**src/sv/wca_pkg.sv**
```systemverilog
// ----------------------------------------------------------------------------
// wca_pkg: shared definitions for the weighted centroid accumulator
// Field widths, weight mode codes and the divider status struct.
// ----------------------------------------------------------------------------
package wca_pkg;

  localparam int POS_W   = 32;
  localparam int WGT_W   = 24;
  localparam int SUMW_W  = 32;
  localparam int ACC_W   = 64;
  localparam int PROD_W  = WGT_W + 1 + POS_W;
  localparam int NCOORD  = 3;
  localparam int K_W     = $clog2(NCOORD);
  localparam int DIV_STEPS = ACC_W;
  localparam int DCNT_W  = $clog2(DIV_STEPS);

  localparam logic [WGT_W-1:0] UNIT_WEIGHT = WGT_W'(4096);

  localparam logic [1:0] MODE_UNIT   = 2'd0;
  localparam logic [1:0] MODE_MASS   = 2'd1;
  localparam logic [1:0] MODE_CHARGE = 2'd2;

  typedef struct packed {
    logic busy;
    logic done;
  } div_stat_t;

endpackage

```
**src/sv/wca_div.sv**
```systemverilog
// ----------------------------------------------------------------------------
// wca_div: iterative unsigned divider
// Restoring division of a 64-bit dividend by a 32-bit divisor, one quotient
// bit per cycle. Done pulses for one cycle when the quotient is ready.
// ----------------------------------------------------------------------------
module wca_div (
  input  logic                             clk,
  input  logic                             rst,
  input  logic                             start,
  input  logic [wca_pkg::ACC_W-1:0]        dividend,
  input  logic [wca_pkg::SUMW_W-1:0]       divisor,
  output wca_pkg::div_stat_t               stat,
  output logic [wca_pkg::ACC_W-1:0]        quotient
);

  logic                          busy;
  logic                          done;
  logic [wca_pkg::DCNT_W-1:0]    cnt;
  logic [wca_pkg::SUMW_W-1:0]    rem;
  logic [wca_pkg::ACC_W-1:0]     quo;
  logic [wca_pkg::SUMW_W-1:0]    dvsr;

  logic [wca_pkg::SUMW_W:0]      trial;
  logic [wca_pkg::SUMW_W:0]      diff;
  logic                          qbit;

  // The partial remainder stays below the divisor, so the shifted trial
  // value fits in one bit more than the divisor.
  assign trial = {rem, quo[wca_pkg::ACC_W-1]};
  assign diff  = trial - {1'b0, dvsr};
  assign qbit  = (trial >= {1'b0, dvsr});

  always_ff @(posedge clk) begin
    if (rst) begin
      busy <= 1'b0;
      done <= 1'b0;
      cnt  <= '0;
    end else begin
      done <= 1'b0;
      if (start) begin
        busy <= 1'b1;
        cnt  <= '0;
      end else if (busy) begin
        cnt <= cnt + 1'b1;
        if (cnt == wca_pkg::DCNT_W'(wca_pkg::DIV_STEPS - 1)) begin
          busy <= 1'b0;
          done <= 1'b1;
        end
      end
    end
  end

  always_ff @(posedge clk) begin
    if (start) begin
      rem  <= '0;
      quo  <= dividend;
      dvsr <= divisor;
    end else if (busy) begin
      rem <= qbit ? diff[wca_pkg::SUMW_W-1:0] : trial[wca_pkg::SUMW_W-1:0];
      quo <= {quo[wca_pkg::ACC_W-2:0], qbit};
    end
  end

  assign stat.busy = busy;
  assign stat.done = done;
  assign quotient  = quo;

endmodule
```
**config.mk**
```make
export PLATFORM = sky130hd
export DESIGN_NAME = wca_div
export DESIGN_NICKNAME = d
export VERILOG_FILES = /design/src/sv/wca_pkg.sv /design/src/sv/wca_div.sv
export SDC_FILE = /design/constraint.sdc
export NUM_CORES = 1
export LEC_CHECK = 0
export ABC_AREA = 1
export BUFFER_PORTS_ARGS = -buffer_cell sky130_fd_sc_hd__clkbuf_2
export CORE_MARGIN = 4
export CORE_UTILIZATION = 56
export CTS_BUF_LIST = sky130_fd_sc_hd__clkbuf_4 sky130_fd_sc_hd__clkbuf_8 sky130_fd_sc_hd__clkbuf_16
export CTS_CLUSTER_DIAMETER = 120
export DETAILED_ROUTE_END_ITERATION = 16
export GPL_TIMING_DRIVEN = 0
export PLACE_DENSITY = 0.88
export SETUP_SLACK_MARGIN = 0.1
export SKIP_LAST_GASP = 1
export SYNTH_ARGS = -nofsm -noshare
export SYNTH_HDL_FRONTEND = slang
export SYNTH_SLANG_ARGS = --single-unit
```
**constraint.sdc**
```tcl
create_clock -name clk -period 4.3 [get_ports clk]
set_clock_uncertainty 0.1 [all_clocks]
set_input_delay 0.86 -clock clk [delete_from_list [all_inputs] [get_ports clk]]
set_output_delay 0.86 -clock clk [all_outputs]
set_load 0.02 [all_outputs]
```
Word level (Yosys, flattened, before mapping)
Index checks and enable logic that the tools add are counted.
{"block": "totals", "in_bits": 99, "out_inout_bits": 66, "elab_cells": 21, "regBits": 136}
{"block": "classes", "mux": 7, "n_eq_ne": 1, "order_cmp": 1, "n_reduce_logical": 3, "addsub": 2, "n_bitwise": 1}
{"operator": "$mux 64", "n": 2}
{"operator": "$ge 33x32->1", "n": 1}
{"operator": "$mux 32", "n": 1}
{"operator": "$sub 32x32->32", "n": 1}
{"operator": "$add 6x1->6 const B", "n": 1}
{"operator": "$eq 6x6->1 const B", "n": 1}
{"operator": "$mux 1", "n": 4}
{"operator": "$reduce_or 3->1", "n": 1}
{"operator": "$reduce_bool 2->1", "n": 1}
{"operator": "$reduce_or 2->1", "n": 1}
{"operator": "$not 1->1", "n": 1}

Logic depth before layout (Yosys ltp)
{"block": "logic_depth", "ltp_word": 4, "mapped_depth": 17}

Worst setup path before layout
OpenSTA, ideal clock, no wires.
{"block": "synth_path", "path_type": "in2reg", "from": "in start", "to": "reg quo, in the netlist quotient[0], enable pin", "n_path_buf": 1, "cell_stages": 3, "t_required_ps": 3746, "arrival_time_ps": 2968, "path_slack_ps": 778, "setup_ps": 454, "cell_sequence": "nor2_1 -> inv_1 -> clkbuf_1"}
{"block": "synth_between", "elab_chain_cells": 1}
{"element": "start, declared", "line_no": "wca_div.sv:9", "source": "input logic start,"}
{"element": "$reduce_bool 2->1 (no line)"}
{"element": "end signal, assigned", "line_no": "wca_div.sv:56", "source": "quo <= dividend;"}
{"element": "end signal, assigned", "line_no": "wca_div.sv:60", "source": "quo <= {quo[wca_pkg::ACC_W-2:0], qbit};"}
{"element": "end, declared", "line_no": "wca_div.sv:20", "source": "logic [wca_pkg::ACC_W-1:0] quo;"}
Every way passes these cells.
A chain may end at the register's enable or synchronous reset.

Worst setup path in the final report
{"block": "layout_path", "from": "in start", "to": "reg quo, in the netlist quotient[29], enable pin"}
The elaborated chain is that of the path after synthesis.

==> results.json <==
{
  "status": "complete, no violations",
  "synth-edff-count": 96,
  "groute.usage.overall_pct": 28.13,
  "portBuffers": 164,
  "place.gp.congestion": 1.007,
  "setup_tns_ns": 0,
  "preCtsSetupSlack_ns": 1.079,
  "relSlewSlack_pct": 33.29,
  "grt_overflow": 0,
  "hold_violations": 0,
  "hold_class": "reg -> reg",
  "clock_latency_ns": 0.44,
  "path_clk_slew_ns": 0.06,
  "syn_avg_cell_area_sq_um": 7.307,
  "synth_area_sq_um": 8287,
  "worstSetupPathType": "in -> reg",
  "ioPinCount": 165,
  "vias": 7772,
  "wl_mm": 22.90,
  "drt_iter0_markers": 614,
  "p_leak_uw": 0.005399,
  "cts-hold-fix-buffers": 0,
  "ant_nets": 0,
  "crit_chain": "clkbuf_2 > nor2_1 > inv_1 > clkbuf_4 > buf_16",
  "grt_setup_unrepaired": "no",
  "critPathCaptureType": "register",
  "drive_gt1_share_pct": 18.26,
  "cts_buffers": 17,
  "tritoncts": "done",
  "syn_to_final_growth_pct": 20.37,
  "setup_ws_ns": 1.572,
  "fin_util_pct": 68.63,
  "antenna_found_initial": 0,
  "syn_nets": 1267,
  "tightest_slew_ns": 1.001,
  "crit_buf_inv": 4,
  "cp_slowest_cell": "clkbuf_2",
  "p_per_area_nw_per_um2": 355.9,
  "cp_max_fo": 63,
  "slowest_delay_ns": 0.73,
  "async_reset_ff_share_pct": 0,
  "instances_no_fill": 1515,
  "dp_cells": 1483,
  "synth.distinct_cells": 38,
  "grt_pass1_wl_mm": 36.83,
  "cts_buffer_depth": 2,
  "whs_ns": 0.3715,
  "rows": 44,
  "die_h_um": 129.6,
  "wl_per_cell_um": 15.11,
  "layout.nets": 1451,
  "critPathArrivalTime_ns": 2.73,
  "core-area_sq_um": 14530,
  "dp_hpwl_mm": 17.17,
  "post-route-period-util_pct": 63.45,
  "fillers": 1196,
  "synthFlopType": "edfxtp_1",
  "drt-pass1-iter-count": 6,
  "max_cap_viol_count": 0,
  "die_x_um": 129.6,
  "syn_inst": 1134,
  "dieArea_sq_um": 16810,
  "clockRootBuffer": "clkbuf_16",
  "grt_max_degree": 64,
  "cts_htree_levels": 4,
  "cpLargestDelayFamily": "buffers and inverters",
  "seq_area_frac_synth_pct": 44.45,
  "start_util_pct": 57.02,
  "yosysWarnings": 0,
  "setup_viol": 0,
  "n_antenna_cell": 0,
  "irDropWorstVdd_mv": 0.3199,
  "post-route-min-period_ns": 2.728,
  "fmax_ghz": 0.3665,
  "startpoint_type": "primary input",
  "synth_seq_cells": 136,
  "via_per_inst": 5.130,
  "numClockSinks": 136,
  "slew_viol_final": 0,
  "ctsResizeCount": 0,
  "drc_errors": 0,
  "grt_pass1_vias": 7621,
  "required_ns": 4.30,
  "post_cts_buffers": 0
}
## Yosys cell counts (2+ instances only)
cell type	n	area share (%)
a21oi_1	25	1.5
a31oi_1	2	0.15
and2_1	3	0.23
buf_2	5	0.30
buf_4	4	0.36
buf_6	4	0.54
clkbuf_1	16	0.72
clkinv_1	4	0.18
dfxtp_1	40	9.7
edfxtp_1	96	35
ha_1	33	5.0
inv_1	180	8.2
inv_2	2	0.091
nand2_1	502	23
nand2_2	11	0.83
nand3_1	77	4.7
nand3_2	5	0.60
nand3b_1	14	1.3
nand4_1	8	0.60
nor2_1	42	1.9
nor2_2	6	0.45
nor2_4	3	0.41
nor3_1	5	0.30
nor4_1	2	0.15
o21a_1	2	0.18
o21ai_0	8	0.48
o21ai_1	10	0.60
o21bai_1	3	0.27
xnor2_1	13	1.4
## cells in the final DEF (no fill, tap or decap), drive strengths merged, types with 3 or more instances in the layout
cell and instances:
a21oi 25, and2 3, buf 16, clkbuf 197, clkinv 6, clkinvlp 3, dfxtp 40, edfxtp 96
ha 33, inv 190, nand2 515, nand3 82, nand3b 14, nand4 8, nor2 52, nor3 6
o21ai 18, o21bai 3, xnor2 13
## power breakdown
| group | total (uW) | leakage [uW] | internal (uW) | switching, uW |
|---|---|---|---|---|
| Clock | 1510 | 0.000289 | 877 | 630 |
| Combinational | 483 | 0.00382 | 159 | 324 |
| Sequential | 1560 | 0.00129 | 1510 | 47.5 |
| Total | 3550 | 0.00540 | 2550 | 1000 |
## stage by stage
step	power, uW	instance area [sq um]
after CTS	3566	9975
final	3550	9975
after detailed placement	2059	9369
after global routing	3679	9975
after global placement	2047	9338
after floorplan	1870	8287
## cells by family after synthesis
family                     after synthesis  synth area share [%]
adders and majority gates               34                 5.224
AOI/OAI and AO/OA                       51                 3.307
xor gates and xnor gates                14                 1.480
buffers and inverters                  217                 10.58
and+or+nand+nor                        682                 34.95
DFF                                    136                 44.45
## registers in the layout, indices dropped and copies added, names as in the netlist
signal / cells
rem: 32
done: 1
busy: 1
quotient: 64
cnt: 6
dvsr: 32
## per-layer routing
metal	global-route usage, %	up-vias	part of all wire, %
met4	11.31	0	3.4
met3	7.172	51	8.3
met1	34.11	3490	40
met2	47.95	331	48
met5	0	-	0
li1	-	3900	-
## final cells by class
| cell class | count | area [sq um] | area share [%] |
|---|---|---|---|
| inverters | 186 | 698.2 | 6.999 |
| multi-input cells | 781 | 3726 | 37.36 |
| clock buffers | 17 | 425.4 | 4.265 |
| clock inverters | 15 | 180.2 | 1.806 |
| flip-flops and latches | 136 | 3684 | 36.93 |
| repair buffers | 165 | 848.3 | 8.505 |
| well taps | 184 | 230.2 | 2.308 |
| plain buffers | 31 | 182.7 | 1.831 |
## worst min-delay path, stage by stage, from the launching register on
cell and delay (ns):
dfxtp_1 0.32, nand2_1 0.07, nand2_1 0.04
## final timing paths
kind | startpoint | end | slack [ns] | cells past startpoint
hold reg to reg | rem[13] | rem[13] | 0.37 | 2
hold / removal | rem[13] | rem[13] | 0.37 | 2
setup / recovery | start | quotient[29] | 1.57 | 5
setup reg to reg | dvsr[7] | quotient[0] | 1.76 | 13
No activity file was read; power rests on OpenSTA's default activity.
